<file path="src/rtl/ps2mt_pkg.sv">
// Shared types and constants for the PS/2 mouse packet tracker.
// Used by ps2mt_divider, ps2mt_clamp and ps2_mouse_packet_tracker; no dependencies.
package ps2mt_pkg;

	// Sequencer states
	typedef enum logic [2:0] {
		ST_IDLE,
		ST_SET_X,
		ST_SET_Y,
		ST_DIV_X,
		ST_MOV_X,
		ST_DIV_Y,
		ST_MOV_Y,
		ST_EMIT
	} state_t;

	// Event codes on event_type
	typedef enum logic [1:0] {
		EV_LEFT_PRESS   = 2'd0,
		EV_LEFT_RELEASE = 2'd1,
		EV_SCROLL       = 2'd2,
		EV_MOVE         = 2'd3
	} event_t;

	// Register indexes (paddr[4:2])
	localparam logic [2:0] REG_ENABLED  = 3'd0;
	localparam logic [2:0] REG_LIMIT_X  = 3'd1;
	localparam logic [2:0] REG_LIMIT_Y  = 3'd2;
	localparam logic [2:0] REG_DIV_X    = 3'd3;
	localparam logic [2:0] REG_DIV_Y    = 3'd4;
	localparam logic [2:0] REG_WHEEL    = 3'd5;

	localparam int ADDR_W   = 5;
	localparam int DATA_W   = 32;
	localparam int LIMIT_W  = 12;
	localparam int CURSOR_W = 12;
	localparam int DELTA_W  = 9;
	localparam int WHEEL_W  = 4;
	localparam int DIV_W    = 4;
	localparam int SETPOS_W = 13;

	// Reset values
	localparam logic [LIMIT_W-1:0] RESET_LIMIT_X = 12'd639;
	localparam logic [LIMIT_W-1:0] RESET_LIMIT_Y = 12'd479;
	localparam logic [LIMIT_W-1:0] RESET_POS_X   = 12'd320;
	localparam logic [LIMIT_W-1:0] RESET_POS_Y   = 12'd240;

	// Divisor saturation bounds
	localparam logic [DIV_W-1:0] DIV_MIN = 4'd1;
	localparam logic [DIV_W-1:0] DIV_MAX = 4'd8;

	// Packet flag byte bits
	localparam int SYNC_BIT  = 3;
	localparam int OVF_X_BIT = 6;
	localparam int OVF_Y_BIT = 7;
	localparam logic [7:0] WHEEL_MASK = 8'h0F;

	// One quotient bit per divider step over an 8-bit magnitude
	localparam int DIV_STEPS = 8;
	localparam int DIV_CNT_W = $clog2(DIV_STEPS + 1);

	// Divider control from the sequencer
	typedef struct packed {
		logic load;
		logic step;
	} div_ctrl_t;

	// Magnitude of a two's complement byte (0x80 gives 128)
	function automatic logic [7:0] mag8(input logic [7:0] b);
		logic [7:0] r;
		r = b[7] ? (~b + 8'd1) : b;
		return r;
	endfunction

	// Saturate a written divisor into 1..8
	function automatic logic [DIV_W-1:0] sat_div(input logic [DIV_W-1:0] v);
		logic [DIV_W-1:0] r;
		if (v < DIV_MIN) r = DIV_MIN;
		else if (v > DIV_MAX) r = DIV_MAX;
		else r = v;
		return r;
	endfunction

endpackage

</file>
<file path="src/rtl/ps2mt_divider.sv">
// Bit-serial restoring divider: 8-bit magnitude by a 1..8 divisor, one quotient bit a cycle while step is asserted.
// Depends on ps2mt_pkg.
module ps2mt_divider import ps2mt_pkg::*; (
	input  logic             clk,
	input  logic             arst_n,
	input  div_ctrl_t        ctrl,
	input  logic [7:0]       dividend,
	input  logic [DIV_W-1:0] divisor,
	output logic [7:0]       quotient,
	output logic             done
);

	logic [DIV_W:0]     rem_q;
	logic [7:0]         dvd_q;
	logic [7:0]         quo_q;
	logic [DIV_W-1:0]   dsr_q;
	logic [DIV_CNT_W-1:0] cnt_q;

	logic [DIV_W:0] trial;
	logic           fits;

	// Shift in the next dividend bit and try the subtraction
	always_comb begin
		trial = {rem_q[DIV_W-1:0], dvd_q[7]};
		fits  = trial >= {1'b0, dsr_q};
	end

	// Step counter
	always_ff @(posedge clk or negedge arst_n) begin
		if (!arst_n) begin
			cnt_q <= DIV_CNT_W'(DIV_STEPS);
		end else if (ctrl.load) begin
			cnt_q <= '0;
		end else if (ctrl.step && !done) begin
			cnt_q <= cnt_q + DIV_CNT_W'(1);
		end
	end

	// Datapath
	always_ff @(posedge clk) begin
		if (ctrl.load) begin
			rem_q <= '0;
			dvd_q <= dividend;
			quo_q <= '0;
			dsr_q <= divisor;
		end else if (ctrl.step && !done) begin
			rem_q <= fits ? (trial - {1'b0, dsr_q}) : trial;
			dvd_q <= {dvd_q[6:0], 1'b0};
			quo_q <= {quo_q[6:0], fits};
		end
	end

	assign done     = cnt_q == DIV_CNT_W'(DIV_STEPS);
	assign quotient = quo_q;

endmodule

</file>
<file path="src/rtl/ps2mt_clamp.sv">
// Clamps a signed position candidate into 0..min(limit, largest position value).
// Depends on ps2mt_pkg.
module ps2mt_clamp import ps2mt_pkg::*; #(
	parameter int POSITION_BITS = 12,
	parameter int SUM_W         = 15
) (
	input  logic signed [SUM_W-1:0]   value,
	input  logic [LIMIT_W-1:0]        limit,
	output logic [POSITION_BITS-1:0]  result
);

	localparam logic [SUM_W-1:0] POS_MAX = (SUM_W'(1) << POSITION_BITS) - SUM_W'(1);

	logic [SUM_W-1:0] lim_ext;
	logic [SUM_W-1:0] hi;

	// Upper bound is the smaller of the limit and the position range
	always_comb begin
		lim_ext = SUM_W'(limit);
		hi      = (lim_ext > POS_MAX) ? POS_MAX : lim_ext;
		if (value[SUM_W-1]) begin
			result = '0;
		end else if (SUM_W'(value) > hi) begin
			result = POSITION_BITS'(hi);
		end else begin
			result = POSITION_BITS'(value);
		end
	end

endmodule

</file>
<file path="src/rtl/ps2_mouse_packet_tracker.sv">
// PS/2 mouse packet tracker: a byte or set-position word enters on the input channel; a
// non-mover byte leaves the sequencer idle, a set-position request steps through SET_X and SET_Y,
// and a completed packet goes through the shared bit-serial divider, for X and then for Y.
// The input stalls while a word is in work; a finished event waits in the output register, and
// the sequencer holds in its last state only if a second event is ready before that one is taken.
// Configuration sits on an APB-style port, registers at byte address 4*index.
// Depends on ps2mt_pkg, ps2mt_divider and ps2mt_clamp.
module ps2_mouse_packet_tracker import ps2mt_pkg::*; #(
	parameter int POSITION_BITS = 12
) (
	input  logic                       clk,
	input  logic                       arst_n,
	// configuration port
	input  logic                       psel,
	input  logic                       penable,
	input  logic                       pwrite,
	input  logic [ADDR_W-1:0]          paddr,
	input  logic [DATA_W-1:0]          pwdata,
	output logic [DATA_W-1:0]          prdata,
	output logic                       pready,
	// input channel
	input  logic                       in_valid,
	output logic                       in_stall,
	input  logic                       kind,
	input  logic [7:0]                 rx_byte,
	input  logic signed [SETPOS_W-1:0] new_x,
	input  logic signed [SETPOS_W-1:0] new_y,
	// output channel
	output logic                       out_valid,
	input  logic                       out_stall,
	output logic [1:0]                 event_type,
	output logic [CURSOR_W-1:0]        cursor_x,
	output logic [CURSOR_W-1:0]        cursor_y,
	output logic signed [DELTA_W-1:0]  delta_x,
	output logic signed [DELTA_W-1:0]  delta_y,
	output logic signed [WHEEL_W-1:0]  wheel_step,
	output logic [2:0]                 button_bits
);

	localparam int SUM_W = ((POSITION_BITS > SETPOS_W) ? POSITION_BITS : SETPOS_W) + 2;

	// Configuration registers
	logic                 enabled_q;
	logic [LIMIT_W-1:0]   limit_x_q, limit_y_q;
	logic [DIV_W-1:0]     div_x_q, div_y_q;
	logic                 wheel_pk_q;

	// Tracker state
	state_t               state_q, state_d;
	logic [1:0]           byte_idx_q;
	logic [7:0]           pkt_q [4];
	logic [POSITION_BITS-1:0] pos_x_q, pos_y_q;
	logic [2:0]           held_q;
	logic                 wheel_q;
	logic signed [SETPOS_W-1:0] set_x_q, set_y_q;
	logic signed [DELTA_W-1:0]  dx_q, dy_q;

	// Output register
	logic                 out_valid_q;
	event_t               ev_q;
	logic [CURSOR_W-1:0]  cur_x_q, cur_y_q;
	logic signed [DELTA_W-1:0] odx_q, ody_q;
	logic signed [WHEEL_W-1:0] owh_q;
	logic [2:0]           obtn_q;

	// Datapath nets
	logic                 wr_cfg;
	logic                 in_acc, out_acc;
	logic                 is_byte, sync_bit, pkt_last, pkt_ovf, pkt_go;
	div_ctrl_t            div_ctrl;
	logic [7:0]           div_dvd;
	logic [DIV_W-1:0]     div_dsr;
	logic [7:0]           div_quo;
	logic                 div_done;
	logic                 side_x;
	logic                 neg_d;
	logic [DELTA_W-1:0]   q_ext;
	logic signed [DELTA_W-1:0] delta_w;
	logic signed [SUM_W-1:0]   clamp_in;
	logic [LIMIT_W-1:0]   clamp_lim;
	logic [POSITION_BITS-1:0]  clamp_out;
	logic [2:0]           pressed, released;
	logic signed [WHEEL_W-1:0] wheel_w;
	logic                 has_ev, slot_free, emit_done, out_load;
	event_t               ev_w;

	// ---------------- configuration port ----------------
	assign pready = 1'b1;
	assign wr_cfg = psel && penable && pwrite && pready;

	always_ff @(posedge clk or negedge arst_n) begin
		if (!arst_n) begin
			enabled_q  <= 1'b0;
			limit_x_q  <= RESET_LIMIT_X;
			limit_y_q  <= RESET_LIMIT_Y;
			div_x_q    <= DIV_MIN;
			div_y_q    <= DIV_MIN;
			wheel_pk_q <= 1'b0;
		end else if (wr_cfg) begin
			case (paddr[4:2])
				REG_ENABLED: enabled_q  <= pwdata[0];
				REG_LIMIT_X: limit_x_q  <= pwdata[LIMIT_W-1:0];
				REG_LIMIT_Y: limit_y_q  <= pwdata[LIMIT_W-1:0];
				REG_DIV_X:   div_x_q    <= sat_div(pwdata[DIV_W-1:0]);
				REG_DIV_Y:   div_y_q    <= sat_div(pwdata[DIV_W-1:0]);
				REG_WHEEL:   wheel_pk_q <= pwdata[0];
				default: ;
			endcase
		end
	end

	// Register readback
	always_comb begin
		case (paddr[4:2])
			REG_ENABLED: prdata = DATA_W'(enabled_q);
			REG_LIMIT_X: prdata = DATA_W'(limit_x_q);
			REG_LIMIT_Y: prdata = DATA_W'(limit_y_q);
			REG_DIV_X:   prdata = DATA_W'(div_x_q);
			REG_DIV_Y:   prdata = DATA_W'(div_y_q);
			REG_WHEEL:   prdata = DATA_W'(wheel_pk_q);
			default:     prdata = '0;
		endcase
	end

	// ---------------- byte framing ----------------
	assign in_stall = state_q != ST_IDLE;
	assign in_acc   = in_valid && !in_stall;
	assign out_acc  = out_valid_q && !out_stall;
	assign is_byte  = in_acc && !kind && enabled_q;
	assign sync_bit = rx_byte[SYNC_BIT];
	// last byte of a packet, by the size in force now
	assign pkt_last = (byte_idx_q != 2'd0) && !sync_bit &&
		((byte_idx_q == 2'd3) || (byte_idx_q == 2'd2 && !wheel_pk_q));
	assign pkt_ovf  = pkt_q[0][OVF_X_BIT] || pkt_q[0][OVF_Y_BIT];
	assign pkt_go   = is_byte && pkt_last && !pkt_ovf;

	always_ff @(posedge clk or negedge arst_n) begin
		if (!arst_n) begin
			byte_idx_q <= '0;
		end else if (in_acc && !kind) begin
			if (!enabled_q) begin
				byte_idx_q <= '0;
			end else if (byte_idx_q == 2'd0) begin
				if (sync_bit) byte_idx_q <= 2'd1;
			end else if (sync_bit) begin
				byte_idx_q <= 2'd1;
			end else if (pkt_last) begin
				byte_idx_q <= '0;
			end else begin
				byte_idx_q <= byte_idx_q + 2'd1;
			end
		end
	end

	// Packet bytes; a resync byte always lands in slot 0
	always_ff @(posedge clk) begin
		if (is_byte) begin
			if (sync_bit) begin
				pkt_q[0] <= rx_byte;
			end else if (byte_idx_q != 2'd0) begin
				pkt_q[byte_idx_q] <= rx_byte;
			end
		end
	end

	// Packet size and requested position captured at entry
	always_ff @(posedge clk) begin
		if (pkt_go) wheel_q <= wheel_pk_q;
		if (in_acc && kind) begin
			set_x_q <= new_x;
			set_y_q <= new_y;
		end
	end

	// ---------------- sequencer ----------------
	always_ff @(posedge clk or negedge arst_n) begin
		if (!arst_n) state_q <= ST_IDLE;
		else         state_q <= state_d;
	end

	// Next state
	always_comb begin
		state_d = state_q;
		case (state_q)
			ST_IDLE: begin
				if (in_acc && kind) state_d = ST_SET_X;
				else if (pkt_go)    state_d = ST_DIV_X;
			end
			ST_SET_X: state_d = ST_SET_Y;
			ST_SET_Y: state_d = ST_IDLE;
			ST_DIV_X: if (div_done) state_d = ST_MOV_X;
			ST_MOV_X: state_d = ST_DIV_Y;
			ST_DIV_Y: if (div_done) state_d = ST_MOV_Y;
			ST_MOV_Y: state_d = ST_EMIT;
			ST_EMIT:  if (emit_done) state_d = ST_IDLE;
			default:  state_d = ST_IDLE;
		endcase
	end

	// Sequencer outputs
	always_comb begin
		div_ctrl.load = 1'b0;
		div_ctrl.step = 1'b0;
		side_x        = 1'b1;
		case (state_q)
			ST_IDLE:  div_ctrl.load = pkt_go;
			ST_SET_X: side_x = 1'b1;
			ST_SET_Y: side_x = 1'b0;
			ST_DIV_X: div_ctrl.step = 1'b1;
			ST_MOV_X: begin
				div_ctrl.load = 1'b1;
				side_x        = 1'b1;
			end
			ST_DIV_Y: begin
				div_ctrl.step = 1'b1;
				side_x        = 1'b0;
			end
			ST_MOV_Y: side_x = 1'b0;
			ST_EMIT:  side_x = 1'b0;
			default:  ;
		endcase
	end

	// ---------------- shared divider ----------------
	// X magnitude loads at packet end, Y magnitude when X finishes
	assign div_dvd = (state_q == ST_IDLE) ? mag8(pkt_q[1]) : mag8(pkt_q[2]);
	assign div_dsr = (state_q == ST_IDLE) ? div_x_q : div_y_q;

	ps2mt_divider u_div (
		.clk      (clk),
		.arst_n   (arst_n),
		.ctrl     (div_ctrl),
		.dividend (div_dvd),
		.divisor  (div_dsr),
		.quotient (div_quo),
		.done     (div_done)
	);

	// Signed delta; Y is negated so screen-down is positive
	always_comb begin
		neg_d   = side_x ? pkt_q[1][7] : !pkt_q[2][7];
		q_ext   = DELTA_W'(div_quo);
		delta_w = neg_d ? -$signed(q_ext) : $signed(q_ext);
	end

	// ---------------- shared clamp ----------------
	always_comb begin
		clamp_lim = side_x ? limit_x_q : limit_y_q;
		case (state_q)
			ST_SET_X: clamp_in = {{(SUM_W-SETPOS_W){set_x_q[SETPOS_W-1]}}, set_x_q};
			ST_SET_Y: clamp_in = {{(SUM_W-SETPOS_W){set_y_q[SETPOS_W-1]}}, set_y_q};
			ST_MOV_X: clamp_in = $signed({{(SUM_W-POSITION_BITS){1'b0}}, pos_x_q}) +
				$signed({{(SUM_W-DELTA_W){delta_w[DELTA_W-1]}}, delta_w});
			ST_MOV_Y: clamp_in = $signed({{(SUM_W-POSITION_BITS){1'b0}}, pos_y_q}) +
				$signed({{(SUM_W-DELTA_W){delta_w[DELTA_W-1]}}, delta_w});
			default:  clamp_in = '0;
		endcase
	end

	ps2mt_clamp #(
		.POSITION_BITS (POSITION_BITS),
		.SUM_W         (SUM_W)
	) u_clamp (
		.value  (clamp_in),
		.limit  (clamp_lim),
		.result (clamp_out)
	);

	// Position and delta registers
	always_ff @(posedge clk or negedge arst_n) begin
		if (!arst_n) begin
			pos_x_q <= POSITION_BITS'(RESET_POS_X);
			pos_y_q <= POSITION_BITS'(RESET_POS_Y);
		end else begin
			if (state_q == ST_SET_X || state_q == ST_MOV_X) pos_x_q <= clamp_out;
			if (state_q == ST_SET_Y || state_q == ST_MOV_Y) pos_y_q <= clamp_out;
		end
	end

	always_ff @(posedge clk) begin
		if (state_q == ST_MOV_X) dx_q <= delta_w;
		if (state_q == ST_MOV_Y) dy_q <= delta_w;
	end

	// ---------------- event decision ----------------
	always_comb begin
		pressed  = ~held_q & pkt_q[0][2:0];
		released = held_q & ~pkt_q[0][2:0];
		wheel_w  = wheel_q ? $signed(pkt_q[3][WHEEL_W-1:0] & WHEEL_MASK[WHEEL_W-1:0]) : '0;
		has_ev   = (pressed != '0) || (released != '0) || (dx_q != '0) ||
			(dy_q != '0) || (wheel_w != '0);
		if (pressed[0])        ev_w = EV_LEFT_PRESS;
		else if (released[0])  ev_w = EV_LEFT_RELEASE;
		else if (wheel_w != '0) ev_w = EV_SCROLL;
		else                   ev_w = EV_MOVE;
		slot_free = !out_valid_q || !out_stall;
		emit_done = (state_q == ST_EMIT) && (!has_ev || slot_free);
		out_load  = (state_q == ST_EMIT) && has_ev && slot_free;
	end

	always_ff @(posedge clk or negedge arst_n) begin
		if (!arst_n) held_q <= '0;
		else if (emit_done) held_q <= pkt_q[0][2:0];
	end

	// ---------------- output register ----------------
	always_ff @(posedge clk or negedge arst_n) begin
		if (!arst_n) out_valid_q <= 1'b0;
		else if (out_load) out_valid_q <= 1'b1;
		else if (out_acc)  out_valid_q <= 1'b0;
	end

	always_ff @(posedge clk) begin
		if (out_load) begin
			ev_q    <= ev_w;
			cur_x_q <= CURSOR_W'(pos_x_q);
			cur_y_q <= CURSOR_W'(pos_y_q);
			odx_q   <= dx_q;
			ody_q   <= dy_q;
			owh_q   <= wheel_w;
			obtn_q  <= pkt_q[0][2:0];
		end
	end

	assign out_valid   = out_valid_q;
	assign event_type  = ev_q;
	assign cursor_x    = cur_x_q;
	assign cursor_y    = cur_y_q;
	assign delta_x     = odx_q;
	assign delta_y     = ody_q;
	assign wheel_step  = owh_q;
	assign button_bits = obtn_q;

	// ---------------- assertions ----------------
	// Framing only moves while the sequencer is idle
	a_idx_hold: assert property (@(posedge clk) disable iff (!arst_n)
		(state_q != ST_IDLE) |=> $stable(byte_idx_q))
		else $error("byte index changed while busy");

	// Divisors stay saturated in 1..8
	a_div_range: assert property (@(posedge clk) disable iff (!arst_n)
		(div_x_q >= DIV_MIN) && (div_x_q <= DIV_MAX) &&
		(div_y_q >= DIV_MIN) && (div_y_q <= DIV_MAX))
		else $error("divisor out of range");

	// Left press and release events agree with the reported buttons
	a_left_press: assert property (@(posedge clk) disable iff (!arst_n)
		(out_valid_q && ev_q == EV_LEFT_PRESS) |-> obtn_q[0])
		else $error("left press without left button held");

	a_left_release: assert property (@(posedge clk) disable iff (!arst_n)
		(out_valid_q && ev_q == EV_LEFT_RELEASE) |-> !obtn_q[0])
		else $error("left release with left button held");

	// A reported cursor never exceeds its limit
	a_cursor_lim: assert property (@(posedge clk) disable iff (!arst_n)
		out_valid_q |-> (cur_x_q <= limit_x_q) && (cur_y_q <= limit_y_q))
		else $error("cursor beyond limit");

endmodule

</file>
<file path="config.mk">
export PLATFORM = sky130hd
export DESIGN_NAME = ps2_mouse_packet_tracker
export DESIGN_NICKNAME = d
export VERILOG_FILES = /design/src/rtl/ps2mt_pkg.sv /design/src/rtl/ps2mt_divider.sv /design/src/rtl/ps2mt_clamp.sv /design/src/rtl/ps2_mouse_packet_tracker.sv
export SDC_FILE = /design/constraint.sdc
export NUM_CORES = 1
export LEC_CHECK = 0
export BUFFER_PORTS_ARGS = -buffer_cell sky130_fd_sc_hd__buf_4
export CORE_ASPECT_RATIO = 1.4
export CORE_MARGIN = 8
export CORE_UTILIZATION = 29
export CTS_CLUSTER_DIAMETER = 150
export DETAILED_ROUTE_END_ITERATION = 12
export MAX_ROUTING_LAYER = met4
export PLACE_DENSITY = 0.47
export SETUP_SLACK_MARGIN = 0.4
export SLEW_MARGIN = 30
export SYNTH_ARGS = -nofsm -noshare
export SYNTH_HDL_FRONTEND = slang
export SYNTH_SLANG_ARGS = --single-unit
</file>
<file path="constraint.sdc">
create_clock -name clk -period 7.2 [get_ports clk]
set_input_delay 1.8 -clock clk [delete_from_list [all_inputs] [get_ports clk]]
set_output_delay 1.8 -clock clk [all_outputs]
set_load 0.02 [all_outputs]
</file>
==> impl_metrics.py <==
metrics = {
    "critical_path": {
        "cp.arrival_ns": 6.28,
        "start_kind": "flip-flop",
        "crit_required_ns": 7.61,
        "criticalPathCategory": "flip-flop to flip-flop",
        "cp-end-kind": "flip-flop",
        "reg2regPathDepth": 22,
        "crit_fanout": 24,
    },
    "clock_tree": {
        "hold_buffers": 0,
        "clk_path_buf_depth": 3,
        "cts_setup_buffers": 0,
        "clock_sinks": 216,
        "tritoncts": "yes",
        "cts_resized": 0,
        "h-tree-depth": 1,
        "clk_pin_slew_worst_paths_ns": 0.06,
        "clkLatencyLatePin_ns": 0.54,
        "cts_root_buf": "clkbuf_16",
        "cts_buffers": 24,
    },
    "finish": {
        "fill_cells": 3655,
        "multi_input_area_um2": 4220,
        "area.sequential_um2": 6040,
        "drive_gt1_share_pct": 25.3,
        "syn2layout_area_growth_pct": 21.1,
        "diodes": 0,
        "final_net_count": 1133,
    },
    "timing": {
        "worst_pin_slew_ns": 0.989,
        "slew-limit-headroom_pct": 33.8,
        "tns_ns": 0,
        "fin_crit_ns": 5.87,
        "max_freq_ghz": 0.170,
        "fin_skew_ns": 0.0216,
        "timing.final.crit_share_pct": 81.5,
        "rsz0062_at_grt": "false",
        "setup_violations": 0,
        "finalMaxSlewViolations": 0,
        "finalHoldViolations": 0,
    },
    "global_route": {
        "grt_util_all_layers_pct": 13.1,
        "antenna_found_initial": 0,
        "grt_max_degree": 68,
        "grt_pass1_wl_um": 42900,
        "gr-total-overflow": 0,
        "grt_pass1_vias": 7320,
    },
    "synth": {
        "ys_ff_latch": 216,
        "ys_types": 64,
        "syn_area_um2": 10600,
        "ys_warn_count": 0,
        "postSynthAreaPerCell_um2": 11.9,
        "ys.flop_type": "edfxtp_1",
        "synth-edff-count": 133,
        "syn-instance-count": 887,
        "synthTopCellsByArea": "edfxtp_1 (38%), dfrtp_1 (11%), dfstp_2 (6.2%), mux2_2 (5.0%), ha_1 (4.5%)",
        "yosysSeqAreaShare_pct": 57.0,
        "synth-async-reset-ratio_pct": 32.9,
        "yosysTopAreaCell": "edfxtp_1",
        "yosysTopAreaCellShare_pct": 37.7,
    },
    "floorplan": {
        "die_y_um": 242,
        "ioPinCount": 165,
        "start_util_pct": 29.1,
        "dieWidth_um": 178,
        "dieArea_um2": 43000,
        "fp-row-count": 83,
        "core-area_um2": 36300,
    },
    "hold_path": {
        "hold_depth": 0,
        "hold_class": "flip-flop to flip-flop",
    },
    "routing": {
        "wire_per_inst_um": 18.7,
        "drc": 0,
        "postRouteAntennaNets": 0,
        "drtIter0Drc": 400,
        "viasPerCell": 4.77,
        "vias": 7140,
        "wirelength_um": 28000,
        "dr.pass1.iters": 5,
    },
    "placement": {
        "portBuffers": 121,
        "gp_congestion": 0.820,
        "dp_hpwl_um": 21500,
    },
    "power": {
        "power-per-cell-area_nw_per_um2": 447,
        "p_leak_nw": 5.19,
        "peakVddDrop_uv": 221,
        "finalPower_mw": 5.74,
    },
    "flow_run": {
        "maxCapViolCount": 0,
    },
    "status": {
        "status": "complete, no violations",
    },
}
==> cell families after synthesis <==
group	share of synthesized area [%]
other cells	0.0709
fa+ha+maj	4.87
compound gates	11.4
simple gates	11.9
buf+inv	4.03
mux	7.41
xor+xnor	3.23
flops	57.0
==> critical path, stage by stage (launching register included) <==
cell and delay [ns]:
dfrtp_1 0.60, mux2i_4 0.25, buf_4 0.29, mux2i_1 0.50
o21ai_0 0.14, buf_4 0.18, fa_1 0.45, nand2_1 0.11
nor2_1 0.07, mux2i_4 0.20, a221oi_4 0.12, o21ai_0 0.17
or3b_2 0.47, a21oi_1 0.25, ha_1 0.28, nand4_1 0.10
nor3_1 0.08, nand2_1 0.10, o21ba_2 0.17, a221oi_2 0.29
a22o_2 0.49, nand2b_1 0.13, a32o_1 0.28
==> cell usage after synthesis (14+ instances only) <==
cell type    n
a21oi_1     39
a22oi_1     26
a32o_1      25
buf_4       21
clkbuf_1    25
dfrtp_1     46
dfstp_2     25
edfxtp_1   133
ha_1        38
inv_1       31
mux2_2      47
mux2i_1     21
nand2_1     85
nand2b_1    33
nor2_1      66
nor2b_1     14
o21ai_0     24
xnor2_1     21
xor2_1      18
==> state kept, by name, indices dropped and copies added (netlist names), 8 cells and up <==
signal,count
limit_x_q,12
u_div.dvd_q,8
limit_y_q,12
pos_y_q,12
delta_y,9
cursor_y,12
set_y_q,13
pos_x_q,12
set_x_q,13
delta_x,9
u_div.quotient,8
dy_q,9
pkt_q,25
dx_q,9
cursor_x,12
==> cells in the final DEF (no fill, tap or decap), drive strengths merged, types with 10 or more instances in the layout <==
cell type	instances
o21ai	25
nand2	85
mux2i	23
conb	21
dfrtp	46
nand3	12
nand2b	33
dfxtp	12
buf	136
nor4	10
xor2	18
nor2b	14
xnor2	21
nor2	66
a32o	25
mux2	47
a22oi	26
nor3	12
inv	34
clkbuf	31
dfstp	25
o22ai	12
ha	38
edfxtp	133
a21oi	39
==> final timing paths <==
check / from / end / slack [ns]
setup / recovery: state_q[1] / pos_y_q[3] / 1.33
hold / removal: dx_q[1] / delta_x[1] / 0.45
setup reg to reg: state_q[1] / pos_y_q[3] / 1.33
hold reg to reg: dx_q[1] / delta_x[1] / 0.45
max in group asynchronous: arst_n / enabled_q / 5.27
min in group asynchronous: arst_n / byte_idx_q[1] / 1.06
==> layout make-up <==
type | count | share of cell area (%)
sequential | 216 | 47.1
multi-input combinational | 604 | 32.9
timing repair buffer | 136 | 7.99
clock buffer | 31 | 5.30
tap | 467 | 4.56
clock inverter | 12 | 1.19
inverter | 32 | 0.936
==> through the flow <==
stage,hold slack [ns],cell area [um2],std cells,setup slack [ns],util [%]
final,0.451,12800,1498,1.33,35.3
after floorplan,0.427,10700,906,2.37,-
after CTS,0.454,12800,1498,1.31,35.3
after detailed placement,0.440,12000,1455,1.36,33.0
after global routing,0.461,12800,1498,0.910,35.3
after global placement,0.435,12000,1455,1.32,33.0
==> report_power, final <==
| part | switching (mW) | internal [mW] | total [mW] |
|---|---|---|---|
| Combinational | 1.55 | 1.02 | 2.57 |
| Clock | 0.516 | 0.778 | 1.29 |
| Sequential | 0.210 | 1.67 | 1.88 |
| Total | 2.27 | 3.46 | 5.74 |
==> routing by layer <==
layer | wire length [um] | global-route usage (%)
met2 | 14200 | 22.4
met4 | 656 | 4.33
met3 | 1200 | 1.79
met1 | 12000 | 15.5
met5 | 0 | -
Power figures use the tool's default switching activity.
